--- config.mk ---
export PLATFORM = sky130hd
export DESIGN_NAME = resp_numeric_line_encoder
export DESIGN_NICKNAME = d
export VERILOG_FILES = /design/src/sv/rne_pkg.sv /design/src/sv/rne_bcd.sv /design/src/sv/resp_numeric_line_encoder.sv
export VERILOG_INCLUDE_DIRS = /design/src /design/src/sv
export SDC_FILE = /design/constraint.sdc
export NUM_CORES = 1
export LEC_CHECK = 0
export BUFFER_PORTS_ARGS = -buffer_cell sky130_fd_sc_hd__buf_2
export CAP_MARGIN = 0
export CORE_MARGIN = 4
export CORE_UTILIZATION = 60
export CTS_BUF_LIST = sky130_fd_sc_hd__clkbuf_4
export DETAILED_ROUTE_END_ITERATION = 7
export GPL_ROUTABILITY_DRIVEN = 0
export HOLD_SLACK_MARGIN = 0.03
export PLACE_DENSITY = 0.79
export SETUP_SLACK_MARGIN = 0.2
export SLEW_MARGIN = 20
export SYNTH_ARGS = -nofsm -noshare
export SYNTH_HDL_FRONTEND = slang
export SYNTH_SLANG_ARGS = --single-unit
--- constraint.sdc ---
create_clock -name clk -period 10.3 [get_ports clk]
set_input_delay 1.03 -clock clk [delete_from_list [all_inputs] [get_ports clk]]
set_output_delay 1.03 -clock clk [all_outputs]
set_load 0.005 [all_outputs]
--- src/sv/resp_numeric_line_encoder_macros.svh ---
// ---------------------------------------------------------------------------
// resp numeric line encoder assertion macros
// shared property forms for the encoder and its bcd converter
// ---------------------------------------------------------------------------
`ifndef RESP_NUMERIC_LINE_ENCODER_MACROS_SVH
`define RESP_NUMERIC_LINE_ENCODER_MACROS_SVH

// same-cycle implication, sampled on clk, off during rst
`define RNE_ASSERT_IMPL(lbl, ante, cons, msg) \
  lbl: assert property (@(posedge clk) disable iff (rst) (ante) |-> (cons)) else $error(msg);

// next-cycle implication, sampled on clk, off during rst
`define RNE_ASSERT_NEXT(lbl, ante, cons, msg) \
  lbl: assert property (@(posedge clk) disable iff (rst) (ante) |=> (cons)) else $error(msg);

`endif

--- src/sv/rne_pkg.sv ---
// ---------------------------------------------------------------------------
// rne_pkg
// shared widths, mode codes, ascii codes and line prefix tables
// ---------------------------------------------------------------------------
`default_nettype none

package rne_pkg;

  localparam int BIN_W     = 64;
  localparam int DIGITS    = 20;
  localparam int BCD_W     = DIGITS * 4;
  localparam int CNT_W     = $clog2(BIN_W);
  localparam int DIG_CNT_W = $clog2(DIGITS + 1);

  localparam logic [3:0] MODE_INT       = 4'd0;
  localparam logic [3:0] MODE_ARRAY     = 4'd1;
  localparam logic [3:0] MODE_MAP       = 4'd2;
  localparam logic [3:0] MODE_SET       = 4'd3;
  localparam logic [3:0] MODE_PUSH      = 4'd4;
  localparam logic [3:0] MODE_BULK      = 4'd5;
  localparam logic [3:0] MODE_VERB      = 4'd6;
  localparam logic [3:0] MODE_NULL      = 4'd7;
  localparam logic [3:0] MODE_BOOL      = 4'd8;
  localparam logic [3:0] MODE_NULL_ARR  = 4'd9;
  localparam logic [3:0] MODE_NULL_BULK = 4'd10;
  localparam logic [3:0] MODE_CRLF      = 4'd11;

  localparam logic [7:0] CH_COLON  = 8'h3A;
  localparam logic [7:0] CH_STAR   = 8'h2A;
  localparam logic [7:0] CH_PCT    = 8'h25;
  localparam logic [7:0] CH_TILDE  = 8'h7E;
  localparam logic [7:0] CH_GT     = 8'h3E;
  localparam logic [7:0] CH_DOLLAR = 8'h24;
  localparam logic [7:0] CH_EQ     = 8'h3D;
  localparam logic [7:0] CH_UNDER  = 8'h5F;
  localparam logic [7:0] CH_MINUS  = 8'h2D;
  localparam logic [7:0] CH_HASH   = 8'h23;
  localparam logic [7:0] CH_T      = 8'h74;
  localparam logic [7:0] CH_F      = 8'h66;
  localparam logic [7:0] CH_ONE    = 8'h31;
  localparam logic [7:0] CH_ZERO   = 8'h30;
  localparam logic [7:0] CH_CR     = 8'h0D;
  localparam logic [7:0] CH_LF     = 8'h0A;

  typedef struct packed {
    logic             start;
    logic [BIN_W-1:0] mag;
  } bcd_req_t;

  typedef struct packed {
    logic             done;
    logic [BCD_W-1:0] bcd;
  } bcd_stat_t;

  // bytes ahead of the digits or of cr lf
  function automatic logic [1:0] pre_len(input logic [3:0] mode, input logic flag);
    logic [1:0] len;
    case (mode)
      MODE_INT:       len = flag ? 2'd2 : 2'd1;
      MODE_ARRAY:     len = 2'd1;
      MODE_MAP:       len = 2'd1;
      MODE_SET:       len = 2'd1;
      MODE_PUSH:      len = 2'd1;
      MODE_BULK:      len = 2'd1;
      MODE_VERB:      len = 2'd1;
      MODE_NULL:      len = 2'd1;
      MODE_BOOL:      len = 2'd2;
      MODE_NULL_ARR:  len = 2'd3;
      MODE_NULL_BULK: len = 2'd3;
      default:        len = 2'd0;
    endcase
    return len;
  endfunction

  function automatic logic [7:0] pre_byte(input logic [3:0] mode, input logic flag,
                                          input logic [1:0] idx);
    logic [7:0] b;
    case (mode)
      MODE_INT:       b = (idx == 2'd0) ? CH_COLON : CH_MINUS;
      MODE_ARRAY:     b = CH_STAR;
      MODE_MAP:       b = CH_PCT;
      MODE_SET:       b = CH_TILDE;
      MODE_PUSH:      b = CH_GT;
      MODE_BULK:      b = CH_DOLLAR;
      MODE_VERB:      b = CH_EQ;
      MODE_NULL:      b = CH_UNDER;
      MODE_BOOL:      b = (idx == 2'd0) ? CH_HASH : (flag ? CH_T : CH_F);
      MODE_NULL_ARR:  b = (idx == 2'd0) ? CH_STAR : ((idx == 2'd1) ? CH_MINUS : CH_ONE);
      MODE_NULL_BULK: b = (idx == 2'd0) ? CH_DOLLAR : ((idx == 2'd1) ? CH_MINUS : CH_ONE);
      default:        b = 8'h00;
    endcase
    return b;
  endfunction

endpackage

`default_nettype wire

--- src/sv/rne_bcd.sv ---
// ---------------------------------------------------------------------------
// rne_bcd
// shift-and-add-3 binary to bcd converter, one input bit per cycle
// ---------------------------------------------------------------------------
`default_nettype none

`include "resp_numeric_line_encoder_macros.svh"

module rne_bcd
  import rne_pkg::*;
(
  input  wire logic      clk,
  input  wire logic      rst,
  input  wire bcd_req_t  req,
  output bcd_stat_t      stat
);

  logic [BIN_W-1:0] bin;
  logic [BCD_W-1:0] bcd;
  logic [BCD_W-1:0] adj;
  logic [CNT_W-1:0] cnt;
  logic             running;
  logic             done;

  always_comb begin
    for (int i = 0; i < DIGITS; i++) begin
      adj[i*4 +: 4] = (bcd[i*4 +: 4] >= 4'd5) ? (bcd[i*4 +: 4] + 4'd3) : bcd[i*4 +: 4];
    end
  end

  always_ff @(posedge clk) begin
    if (rst) begin
      running <= 1'b0;
      done    <= 1'b0;
      cnt     <= '0;
    end else if (req.start) begin
      bin     <= req.mag;
      bcd     <= '0;
      cnt     <= '0;
      running <= 1'b1;
      done    <= 1'b0;
    end else if (running) begin
      bcd <= {adj[BCD_W-2:0], bin[BIN_W-1]};
      bin <= {bin[BIN_W-2:0], 1'b0};
      cnt <= cnt + 1'b1;
      if (cnt == CNT_W'(BIN_W - 1)) begin
        running <= 1'b0;
        done    <= 1'b1;
      end
    end
  end

  assign stat.done = done;
  assign stat.bcd  = bcd;

  `RNE_ASSERT_NEXT(a_start_runs, req.start, running && !done, "conversion did not start")
  `RNE_ASSERT_IMPL(a_done_idle, done, !running, "done while still shifting")
  `RNE_ASSERT_NEXT(a_final_shift, running && !req.start && cnt == CNT_W'(BIN_W - 1), done && !running, "conversion did not finish after last bit")

endmodule

`default_nettype wire

--- src/sv/resp_numeric_line_encoder.sv ---
// ---------------------------------------------------------------------------
// resp_numeric_line_encoder
// emits one protocol line per command beat, one byte per strobe
// ---------------------------------------------------------------------------
// first byte is registered in S_PRE, or in S_CR for a bare cr lf line, after
// start is taken in S_IDLE. a token line strobes its prefix bytes, then cr lf.
// a numeric line starts the bcd shifts on start, waits in S_CONV for them, loads
// the digits, skips leading zeros in S_SKIP, strobes digits in S_DIG, then cr lf.
// no new start is taken until busy drops, in the cycle that shows the last byte.
// the receiver cannot stall. rst clears the sequencer and the strobe.
`default_nettype none

`include "resp_numeric_line_encoder_macros.svh"

module resp_numeric_line_encoder
  import rne_pkg::*;
(
  input  wire logic        clk,
  input  wire logic        rst,
  input  wire logic        start,
  output logic             busy,
  input  wire logic [3:0]  mode,
  input  wire logic [63:0] value,
  output logic             strobe,
  output logic [7:0]       out_byte,
  output logic             last
);

  typedef enum logic [2:0] {
    S_IDLE, S_PRE, S_CONV, S_SKIP, S_DIG, S_CR, S_LF
  } state_t;

  state_t               state;
  logic [3:0]           mode_r;
  logic                 flag_r;
  logic                 numeric_r;
  logic [1:0]           plen_r;
  logic [1:0]           pidx;
  logic [BCD_W-1:0]     dig;
  logic [DIG_CNT_W-1:0] ndig;

  logic      accept;
  logic      numeric_in;
  logic      flag_in;
  logic [1:0] plen_in;
  bcd_req_t  conv_req;
  bcd_stat_t conv_stat;

  assign busy       = (state != S_IDLE);
  assign accept     = start && !busy;
  assign numeric_in = (mode <= MODE_VERB);
  assign flag_in    = (mode == MODE_INT) ? value[63] : (value != 64'd0);
  assign plen_in    = pre_len(mode, flag_in);

  assign conv_req.start = accept && numeric_in;
  assign conv_req.mag   = (mode == MODE_INT && value[63]) ? (~value + 64'd1) : value;

  rne_bcd u_bcd (
    .clk  (clk),
    .rst  (rst),
    .req  (conv_req),
    .stat (conv_stat)
  );

  always_ff @(posedge clk) begin
    if (rst) begin
      state  <= S_IDLE;
      strobe <= 1'b0;
      last   <= 1'b0;
    end else begin
      strobe <= 1'b0;
      last   <= 1'b0;
      case (state)
        S_IDLE: begin
          if (accept && plen_in != 2'd0) begin
            mode_r    <= mode;
            flag_r    <= flag_in;
            numeric_r <= numeric_in;
            plen_r    <= plen_in;
            pidx      <= 2'd0;
            state     <= S_PRE;
          end else if (accept && mode == MODE_CRLF) begin
            state <= S_CR;
          end
        end
        S_PRE: begin
          strobe   <= 1'b1;
          out_byte <= pre_byte(mode_r, flag_r, pidx);
          pidx     <= pidx + 2'd1;
          if (pidx == plen_r - 2'd1) begin
            state <= numeric_r ? S_CONV : S_CR;
          end
        end
        S_CONV: begin
          if (conv_stat.done) begin
            dig   <= conv_stat.bcd;
            ndig  <= DIG_CNT_W'(DIGITS);
            state <= S_SKIP;
          end
        end
        S_SKIP: begin
          if (dig[BCD_W-1 -: 4] == 4'd0 && ndig != DIG_CNT_W'(1)) begin
            dig  <= {dig[BCD_W-5:0], 4'h0};
            ndig <= ndig - 1'b1;
          end else begin
            state <= S_DIG;
          end
        end
        S_DIG: begin
          strobe   <= 1'b1;
          out_byte <= CH_ZERO + {4'h0, dig[BCD_W-1 -: 4]};
          dig      <= {dig[BCD_W-5:0], 4'h0};
          ndig     <= ndig - 1'b1;
          if (ndig == DIG_CNT_W'(1)) begin
            state <= S_CR;
          end
        end
        S_CR: begin
          strobe   <= 1'b1;
          out_byte <= CH_CR;
          state    <= S_LF;
        end
        S_LF: begin
          strobe   <= 1'b1;
          out_byte <= CH_LF;
          last     <= 1'b1;
          state    <= S_IDLE;
        end
        default: begin
          state <= S_IDLE;
        end
      endcase
    end
  end

  `RNE_ASSERT_IMPL(a_last_frees, strobe && last, !busy, "busy after the last beat")
  `RNE_ASSERT_IMPL(a_mid_busy, strobe && !last, busy, "line ended without a last beat")
  `RNE_ASSERT_NEXT(a_bad_mode, accept && mode > MODE_CRLF, !busy && !strobe, "bad mode output")

endmodule

`default_nettype wire

==> run metrics, run 1 <==
Net Count, Synth 1,526; antenna violations before repair 1; cell with the largest stage delay on the worst path buf_4; layout cell share with drive strength beyond 1 0.141; cells taking the most area after synthesis edfxtp_1, nand2_1, o21ai_0; net switching fraction of the power 0.267; overall track demand over capacity in global routing 0.213; fraction of synthesis flops using an asynchronous set or reset pin 0; shortest clock period the worst path allows after layout 4.48 ns; GRT met3 Usage 0.0390; f_max 0.223 GHz; # clock sinks 259; global-route wire length before repair 46,300 um; 1st-pass router iterations 5; synthesized cell area 0.0139 mm2; sw power 691 uW; number of global-route vias before repair 10,100; root buffer cell clkbuf_4; required time reported for the critical path endpoint 10.54 ns; remaining global-route overflow 0; Power per Cell Area 169 mW/mm2; busiest metal layer after global routing met2; post-synthesis share of cell area spent on and, or, nand and nor gates 0.176; sequential cell area fraction in the yosys report 0.552; estimated wirelength of the detail-placed design 17,500 um; worst vdd rail ir drop 0.0000942 V; starting density of the core 0.610; critical path startpoint state[2]; Total Routed Length 27,100 um; number of gates resized after cts 0; data arrival time of the critical path 4.71 ns; final worst-path cycle share 0.435; average cell area after synthesis 9.84 um2; total number of H-tree levels 3; Worst Setup End Kind flop; Tightest Pin Transition 1.03 ns; standard cell core area 0.0227 mm2; startpoint of the lowest-slack register-to-register path state[2]; clock insertion delay at the later pin of the skew report 0.66 ns; y dimension of the die 160 um; number of different library cells in the post-synthesis netlist 55; critical path start-end classification flop to flop; stage delay of the slowest cell on the critical path 0.88 ns; total I/O pin count 82; sort of element at the start of the critical path flop; maximum number of buffers from clock root to sink 3; pin count of the biggest net entering global routing 131; IO Port Bufs 80; final antenna-violating net count 0; number of hold buffers added after CTS 0; worst relative slew slack 0.311; setup clock skew after layout 0.0369 ns; Post-Synth Adder-Cell Area 0.0432; number of standard cells in the final layout excluding fillers 1,843; number of placed cells counting well taps 1,721; Chip Width 160 um; vias after detailed routing 10,400; library cell with the largest summed area after synthesis edfxtp_1; clock slew seen by the registers of the worst setup and hold paths 0.07 ns; post-synthesis to final-layout area growth 10.9%; leak pwr 0.00585 uW; sequential fraction of design power 0.508; clock tree from TritonCTS done; internal power summed over all cells 1900 uW; cell count after synthesis 1,408; Synth warnings 0; hold_sp u_bcd.bin[33]; mux contribution to synthesized area 0.00298; Routed WL per cell 14.7 um; fraction of the mapped netlist area in compound gates 0.131; critical-path cell list nor3_1 > and3_2 > buf_4 > nor2_1 > nor2_4 > buf_4 > buf_4; Top cell by count, worst path buf_4; unrepaired setup endpoints after global routing false; Maximum Capacitance Violations 0; top cell type's share of synthesized area 0.533; routed via count divided by cell count 5.65; Final Hold Vio Count 0; number of nets in the layout 1,626; clock network fraction of total power 0.352; DR iter-0 viols 913; Core Rows 55; combinational cell fraction of total power 0.140; number of flops mapped to enable cells by yosys 246; class of the tightest hold or removal check flop to flop; number of pins with negative max-slew slack in the final report 0; result of the run complete, no violations; largest fanout on the critical path 91; ys flop type edfxtp_1; met1 Track Usage GR 0.283; met2 Use GR 0.353; Inserted Clock Buffers 70; total negative setup slack 0 ns; die area 0.0256 mm2; largest family of logic cells by synthesized area simple AND/OR/NAND/NOR gates; post-CTS setup buffer count 0; Final Setup Violations 0; xor/xnor cell area share of the yosys netlist 0.0563; synthesis-stage register bit count 259; Residual DRC 0
-- synth_stat cells (all sizes together) (2+ instances only) --
| cell | number |
|---|---|
| nand2 | 256 |
| edfxtp | 246 |
| o21ai | 157 |
| nor2 | 156 |
| a21oi | 88 |
| inv | 74 |
| xnor2 | 65 |
| clkbuf | 50 |
| ha | 47 |
| nor3 | 44 |
| xor2 | 24 |
| nor2b | 23 |
| a211oi | 21 |
| nor4 | 19 |
| o21bai | 19 |
| a31oi | 16 |
| dfxtp | 13 |
| buf | 11 |
| nand3 | 11 |
| or3 | 7 |
| or4 | 6 |
| nand2b | 5 |
| nand4 | 5 |
| o41ai | 5 |
| and3 | 4 |
| o31ai | 4 |
| a41oi | 3 |
| and2 | 3 |
| mux2i | 3 |
| nor3b | 3 |
| a21o | 2 |
| a311o | 2 |
| o22ai | 2 |
-- sequential cells by signal, summed over array words and instances (netlist names), 2 cells and up --
signal / count
u_bcd.bin: 64
pidx: 2
state: 3
u_bcd.bcd: 80
dig: 80
ndig: 5
u_bcd.cnt: 6
mode_r: 4
out_byte: 7
plen_r: 2
-- power groups by stage --
stage / registers (uW) / clock network (uW) / logic (uW)
final: 1320 / 911 / 363
after global placement: 1330 / 0 / 352
after detailed placement: 1340 / 0 / 363
after global routing: 1320 / 1000 / 418
after CTS: 1320 / 937 / 366
after floorplan: 1330 / 0 / 266
-- worst paths after layout --
check,cells past startpoint,slack (ns),endpoint
min reg2reg,2,0.51,u_bcd.bin[34]
max,7,5.82,u_bcd.bcd[13]
max reg2reg,7,5.82,u_bcd.bcd[13]
min,2,0.51,u_bcd.bin[34]
-- layout by cell type (no fill, tap or decap), types with 12 or more instances in the layout --
cell type	instances
a211oi_1	21
a21oi_1	88
a31oi_1	16
buf_2	80
clkbuf_4	108
dfxtp_1	13
edfxtp_1	246
ha_1	47
inv_1	74
nand2_1	256
nor2_1	153
nor2b_1	23
nor3_1	44
nor4_1	12
o21ai_0	150
o21bai_1	19
xnor2_1	65
xor2_1	24
-- per-stage QoR --
stage                     instance area [um2]  hold WS (ns)  setup WS [ns]  utilization  power [uW]
final                                   15400         0.511           5.82        0.677        2590
after global routing                    15400         0.541           5.52        0.677        2740
after CTS                               15400         0.505           5.84        0.676        2620
after detailed placement                14500         0.501           5.36        0.637        1700
after global placement                  14500         0.497           5.43        0.637        1690
after floorplan                         13900         0.491           1.73            -        1600
-- final cells by class --
class                   count  area [um2]
flip-flops and latches    259        7650
fillers                  1746        7340
multi-input cells        1013        5720
clock buffers             108         811
repair buffers             89         475
well taps                 285         357
inverters                  75         282
clock inverters            13        76.3
diodes                      1        2.50
-- metal layers --
layer	up-vias	wire, um
li1	5203	-
met1	4903	12000
met2	263	13300
met3	40	1340
met4	0	465
met5	-	0
-- worst max-delay path: cells and delay by family (launching register included) --
family | cells | cell delay (ns)
and+or+nand+nor | 4 | 1.19
buffers and inverters | 3 | 2.25
DFF | 1 | 0.46
-- logic make-up after synthesis --
logic type                 count (synthesis)
and+or+nand+nor                          547
AOI/OAI and AO/OA                        324
DFF                                      259
buffers and inverters                    136
xor gates and xnor gates                  89
adders and majority gates                 48
muxes                                      4
other                                      1
(Power assumes the default switching activity.)
==> inputs of run 2 (changes only) <==
--- a/config.mk
+++ b/config.mk
@@ -9,12 +9,12 @@
 export BUFFER_PORTS_ARGS = -buffer_cell sky130_fd_sc_hd__buf_2
 export CAP_MARGIN = 0
 export CORE_MARGIN = 4
-export CORE_UTILIZATION = 60
+export CORE_UTILIZATION = 57
 export CTS_BUF_LIST = sky130_fd_sc_hd__clkbuf_4
 export DETAILED_ROUTE_END_ITERATION = 7
 export GPL_ROUTABILITY_DRIVEN = 0
 export HOLD_SLACK_MARGIN = 0.03
-export PLACE_DENSITY = 0.79
+export PLACE_DENSITY = 0.78
 export SETUP_SLACK_MARGIN = 0.2
 export SLEW_MARGIN = 20
 export SYNTH_ARGS = -nofsm -noshare
==> constraint.sdc (replaced) <==
create_clock -name clk -period 4 [get_ports clk]
set_input_delay 0.4 -clock clk [delete_from_list [all_inputs] [get_ports clk]]
set_output_delay 0.4 -clock clk [all_outputs]
set_load 0.005 [all_outputs]
==> run metrics, run 2 (synthesis gave the netlist of run 1 again) <==
result of the run complete, no violations; starting density of the core 0.585 (-0.0251); crit path setup slack, layout 1.06 ns (-4.77 ns); shortest clock period the worst path allows after layout 2.94 ns (-1.53 ns); internal power summed over all cells 4830 uW (+150%); Design Area, Final 0.0155 mm2 (+0.56%); sequential fraction of design power 0.511 (+0.003); setup clock skew after layout 0.0368 ns (-0.000120 ns); number of global-route vias before repair 10,200 (+0.28%); startpoint of the lowest-slack register-to-register path dig[76]; sum of internal, switching and leakage power 6630 uW (+160%); Routed WL per cell 14.8 um (+0.34%); Regs by FF count dig x80, u_bcd.bcd x80, u_bcd.bin x64; clock tree from TritonCTS done; Power per Cell Area 429 mW/mm2 (+150%); remaining global-route overflow 0 (unchanged); Top Layer Used met4; combinational cell fraction of total power 0.143 (+0.003); data arrival time of the critical path 3.23 ns (-1.48 ns); clock slew seen by the registers of the worst setup and hold paths 0.07 ns (about the same); overall track demand over capacity in global routing 0.211 (-0.00195); post-synthesis to final-layout area growth 11.6%; layout cell share with drive strength beyond 1 0.139 (-0.00219); DR iter-0 viols 794 (-13%); Total Routed Length 27,800 um (+2.4%); met2 routed wirelength 13,200 um (-0.42%); Tightest Pin Transition 1.04 ns (+0.00516 ns); standard cell core area 0.0237 mm2 (+4.3%); end of the worst register-to-register path dig[46]; utilization of the core after routing 0.653 (-0.0242); clock insertion delay at the later pin of the skew report 0.66 ns (about the same); y dimension of the die 164 um (+2.5%); Final Hold Vio Count 0 (unchanged); unrepaired setup endpoints after global routing false; worst hold stages 2 (unchanged); class of the tightest hold or removal check primary input to flop; sort of element at the start of the critical path flop; R2R depth 6 (-1); global-route wire length before repair 46,600 um (+0.60%); area of placed instances 0.0146 mm2 (+0.66%); critical path start-end classification flop to flop; post-CTS setup buffer count 0 (unchanged); die area 0.0269 mm2 (+5.0%); net switching fraction of the power 0.272 (+0.00498); routed via count divided by cell count 5.55 (-1.7%); Worst Setup End Kind flop; Core Rows 56 (+1.8%); estimated wirelength of the detail-placed design 17,800 um (+1.8%); worst relative slew slack 0.306 (-0.00508); number of nets in the layout 1,631 (+0.31%); total negative setup slack 0 ns (unchanged); Maximum Capacitance Violations 0 (unchanged); vias after detailed routing 10,400 (+0.28%); leak pwr 0.00586 uW (+0.17%); Final Setup Violations 0 (unchanged); most common cell after layout, fill and taps aside nand2_1; sum of routed wire segments on met1 12,000 um (about the same); maximum number of buffers from clock root to sink 3 (unchanged); number of pins with negative max-slew slack in the final report 0 (unchanged); Inserted Clock Buffers 68 (-2.9%); IO Port Bufs 80 (unchanged); final worst-path cycle share 0.736 (+0.301); f_max 0.340 GHz (+52%); antenna violations before repair 1 (unchanged); total length of routed met3 wires 1900 um (+42%); clock network fraction of total power 0.346 (-0.006); commonest cells after routing, fill and taps aside nand2_1, edfxtp_1, nor2_1; Endpoint, Worst Hold u_bcd.bin[58]; number of hold buffers added after CTS 4 (+4); 1st-pass router iterations 5 (unchanged); Chip Width 164 um (+2.5%); required time reported for the critical path endpoint 4.29 ns (-6.25 ns); worst vdd rail ir drop 0.000184 V (+95%); root buffer cell clkbuf_4; Residual DRC 0 (unchanged); total number of H-tree levels 3 (unchanged); hold_sp value[58]; total I/O pin count 82 (unchanged); minimum setup slack among reg-to-reg paths 1.06 ns (-4.77 ns); number of gates resized after cts 0 (unchanged); largest fanout on the critical path 37 (-59%); pin count of the biggest net entering global routing 120 (-8.4%); # clock sinks 259 (unchanged); final antenna-violating net count 0 (unchanged); DP Worst Slack 1.07 ns (-4.29 ns); sw power 1800 uW (+160%); fill count 1,910 (+9.4%)
run 2: changes by cell type in the layout (fill, tap and decap cells not counted), sizes merged:
cell	change
buf	+3
clkbuf	-7
clkinv	+3
dlygate4sd3	+4
run 2: layer usage:
layer / vias to the layer above / GRT usage
li1: 5203 / -
met2: 376 / 0.341
met1: 4799 / 0.280
met3: 60 / 0.0407
met4: 0 / 0.0900
met5: - / 0
run 2: area by class of cell:
class                      count  area, um2  share of cell area
tap                          319        399              0.0258
antenna                        1       2.50            0.000162
timing repair buffer          96        556              0.0359
multi-input combinational   1013       5720               0.370
clock buffer                 101        758              0.0491
inverter                      75        282              0.0182
clock inverter                16       87.6             0.00567
sequential                   259       7650               0.495
run 2: power by group through the flow:
stage / Clock [uW] / Combinational (uW) / Sequential [uW]
finish: 2290 / 951 / 3390
global route: 2510 / 1090 / 3410
CTS: 2360 / 957 / 3380
detailed placement: 0 / 947 / 3440
global placement: 0 / 914 / 3430
floorplan: 0 / 690 / 3410
run 2: worst max path at each step:
stage / end / from / slack, ns
finish: dig[46] / dig[76] / 1.06
global route: dig[46] / dig[76] / 0.86
CTS: dig[49] / dig[76] / 1.05
detailed placement: dig[1] / dig[76] / 1.07
global placement: dig[7] / dig[76] / 1.13
floorplan: u_bcd.bcd[0] / mode[0] / 0.20
run 2: critical path, cell delays in order, from the launching register on:
cell	delay, ns
edfxtp_1	0.39
or4_1	0.57
nor2_1	0.10
mux2_2	0.15
a21oi_1	0.09
nor2_4	0.79
buf_4	0.48
run 2: through the flow:
stage          hold WS (ns)  cells
6_report              0.131   1880
5_1_grt               0.103   1880
2_1_floorplan         0.491   1408
4_1_cts              0.0787   1879
3_3_place_gp          0.496   1758
3_5_place_dp          0.505   1758
==> inputs of run 3 (changes only) <==
--- a/config.mk
+++ b/config.mk
@@ -9,12 +9,12 @@
 export BUFFER_PORTS_ARGS = -buffer_cell sky130_fd_sc_hd__buf_2
 export CAP_MARGIN = 0
 export CORE_MARGIN = 4
-export CORE_UTILIZATION = 57
+export CORE_UTILIZATION = 60
 export CTS_BUF_LIST = sky130_fd_sc_hd__clkbuf_4
 export DETAILED_ROUTE_END_ITERATION = 7
 export GPL_ROUTABILITY_DRIVEN = 0
 export HOLD_SLACK_MARGIN = 0.03
-export PLACE_DENSITY = 0.78
+export PLACE_DENSITY = 0.79
 export SETUP_SLACK_MARGIN = 0.2
 export SLEW_MARGIN = 20
 export SYNTH_ARGS = -nofsm -noshare
==> constraint.sdc (replaced) <==
create_clock -name clk -period 2.8 [get_ports clk]
set_input_delay 0.28 -clock clk [delete_from_list [all_inputs] [get_ports clk]]
set_output_delay 0.28 -clock clk [all_outputs]
set_load 0.005 [all_outputs]
==> run metrics, run 3 (synthesis gave the netlist of run 1 again) <==
Core Rows 55 (-1.8%); number of nets in the layout 1,688 (+3.5%); DP Worst Slack 0.302 ns (-0.769 ns); die area 0.0256 mm2 (-4.8%); global-route wire length before repair 47,500 um (+2.0%); leak pwr 0.00619 uW (+5.6%); number of global-route vias before repair 10,500 (+3.2%); Tightest Pin Transition 0.715 ns (-0.323 ns); largest fanout on the critical path 5 (-86%); root buffer cell clkbuf_4; Crit path buffers/inverters 2 (+1); Routed WL per cell 14.7 um (about the same); minimum setup slack among reg-to-reg paths 0.59 ns (-0.47 ns); Final Setup Violations 0 (unchanged); required time reported for the critical path endpoint 3.17 ns (-1.12 ns); Worst Setup End Kind flop; # clock sinks 259 (unchanged); worst relative slew slack 0.521 (+0.215); clock insertion delay at the later pin of the skew report 0.67 ns (about the same); crit path setup slack, layout 0.397 ns (-0.660 ns); pin count of the biggest net entering global routing 91 (-24%); class of the tightest hold or removal check primary input to flop; Maximum Capacitance Violations 0 (unchanged); clock slew seen by the registers of the worst setup and hold paths 0.06 ns (about the same); stage delay of the slowest cell on the critical path 0.55 ns (-0.24 ns); final antenna-violating net count 0 (unchanged); Chip Width 160 um (-2.4%); Final Hold Vio Count 0 (unchanged); y dimension of the die 160 um (-2.4%); starting density of the core 0.610 (+0.0251); total I/O pin count 82 (unchanged); total number of H-tree levels 3 (unchanged); R2R depth 6 (unchanged); post-synthesis to final-layout area growth 16.4%; Residual DRC 0 (unchanged); cell with the largest stage delay on the worst path nor4_2; logic depth of the worst setup path including buffers 8 (+2); vias after detailed routing 10,700 (+2.6%); estimated wirelength of the detail-placed design 18,000 um (+1.2%); critical path start-end classification primary input to flop; total length of routed met3 wires 1400 um (-26%); most common cell after layout, fill and taps aside nand2_1; antenna violations before repair 3 (+2); Endpoint, Worst Hold u_bcd.bin[52]; sum of routed wire segments on met1 12,200 um (+1.4%); standard cell core area 0.0227 mm2 (-4.1%); Top Layer Used met5; setup clock skew after layout 0.0384 ns (+0.00164 ns); clock tree from TritonCTS done; DR iter-0 viols 785 (-1.1%); worst hold slack 0.0900 ns (-0.0413 ns); maximum number of buffers from clock root to sink 3 (unchanged); number of pins with negative max-slew slack in the final report 0 (unchanged); f_max 0.416 GHz; data arrival time of the critical path 2.78 ns (-0.45 ns); number of standard cells in the final layout excluding fillers 1,904 (+1.3%); routed via count divided by cell count 5.63 (+1.3%); worst vdd rail ir drop 0.000366 V (+99%); final worst-path cycle share 0.858; layout cell share with drive strength beyond 1 0.151 (+0.0123); critical-path cell list dlygate4sd3_1 > buf_2 > nor4_1 > nand4_1 > nor4_2 > a21oi_1 > xnor2_1 > o21ai_0; Top delay family on crit path simple AND/OR/NAND/NOR gates; unrepaired setup endpoints after global routing false; IO Port Bufs 80 (unchanged); overall track demand over capacity in global routing 0.219 (+0.00878); 1st-pass router iterations 5 (unchanged); Power per Cell Area 616 mW/mm2 (+44%); Total Routed Length 28,100 um (+1.2%); total negative setup slack 0 ns (unchanged); commonest cells after routing, fill and taps aside nand2_1, edfxtp_1, nor2_1; sort of element at the start of the critical path primary input; startpoint of the lowest-slack register-to-register path dig[76]; fill count 1,640 (-14%); hold_sp value[52]; shortest clock period the worst path allows after layout 2.40 ns; Regs by FF count dig x80, u_bcd.bcd x80, u_bcd.bin x64; worst hold stages 3 (+1); met2 routed wirelength 13,700 um (+3.8%); remaining global-route overflow 0 (unchanged); Inserted Clock Buffers 70 (+2.9%); number of placed cells counting well taps 1,740 (-1.0%); result of the run complete, no violations; end of the worst register-to-register path dig[4]
-- run 3: where the power goes --
| group | switching (uW) | leakage (uW) | internal (uW) |
|---|---|---|---|
| logic | 899 | 0.00326 | 569 |
| registers | 150 | 0.00237 | 4680 |
| clock network | 1530 | 0.000570 | 2110 |
| total | 2580 | 0.00619 | 7360 |
-- run 3: area by class of cell --
| type | count | area (um2) | area share |
|---|---|---|---|
| repair buffers | 151 | 1140 | 0.0704 |
| clock buffers | 108 | 811 | 0.0503 |
| well taps | 285 | 357 | 0.0221 |
| inverters | 75 | 282 | 0.0175 |
| multi-input cells | 1013 | 5740 | 0.356 |
| flip-flops and latches | 259 | 7650 | 0.474 |
| diodes | 1 | 2.50 | 0.000155 |
| clock inverters | 12 | 155 | 0.00962 |
-- run 3: per-stage QoR --
step	util	cell area [um2]	power [uW]
2_1_floorplan	-	13900	5870
3_3_place_gp	0.649	14700	6270
3_5_place_dp	0.649	14700	6330
4_1_cts	0.710	16100	10000
5_1_grt	0.710	16100	10500
6_report	0.710	16100	9940
-- run 3: worst max-delay path by stage --
| stage | start | to | slack (ns) |
|---|---|---|---|
| 2_1_floorplan | state[0] | u_bcd.bcd[0] | -0.86 |
| 5_1_grt | value[6] | u_bcd.bin[61] | 0.34 |
| 3_3_place_gp | value[16] | u_bcd.bin[52] | 0.34 |
| 6_report | value[19] | u_bcd.bin[55] | 0.40 |
| 3_5_place_dp | value[16] | u_bcd.bin[52] | 0.30 |
| 4_1_cts | value[17] | u_bcd.bin[52] | 0.47 |
-- run 3: timing repair --
item / in CTS / in global routing
buffers inserted: 0 / 2
hold buffers: 41 / 0
gates resized for setup: 0 / 0
endpoints found under the setup margin: 0 / 1
endpoints found under the hold margin: 45 / 0
-- run 3: worst reg2reg max path, stage by stage, from the launching register on --
cell and delay [ns]:
edfxtp_1 0.38, or4_1 0.57, nor2_1 0.10, mux2_2 0.16, a21oi_2 0.06, nor2_4 0.11
buf_12 0.35
-- run 3: metal layers --
metal / track usage / vias to the layer above
met5: 0 / -
li1: - / 5335
met3: 0.0410 / 69
met4: 0.0935 / 4
met1: 0.282 / 4984
met2: 0.368 / 321
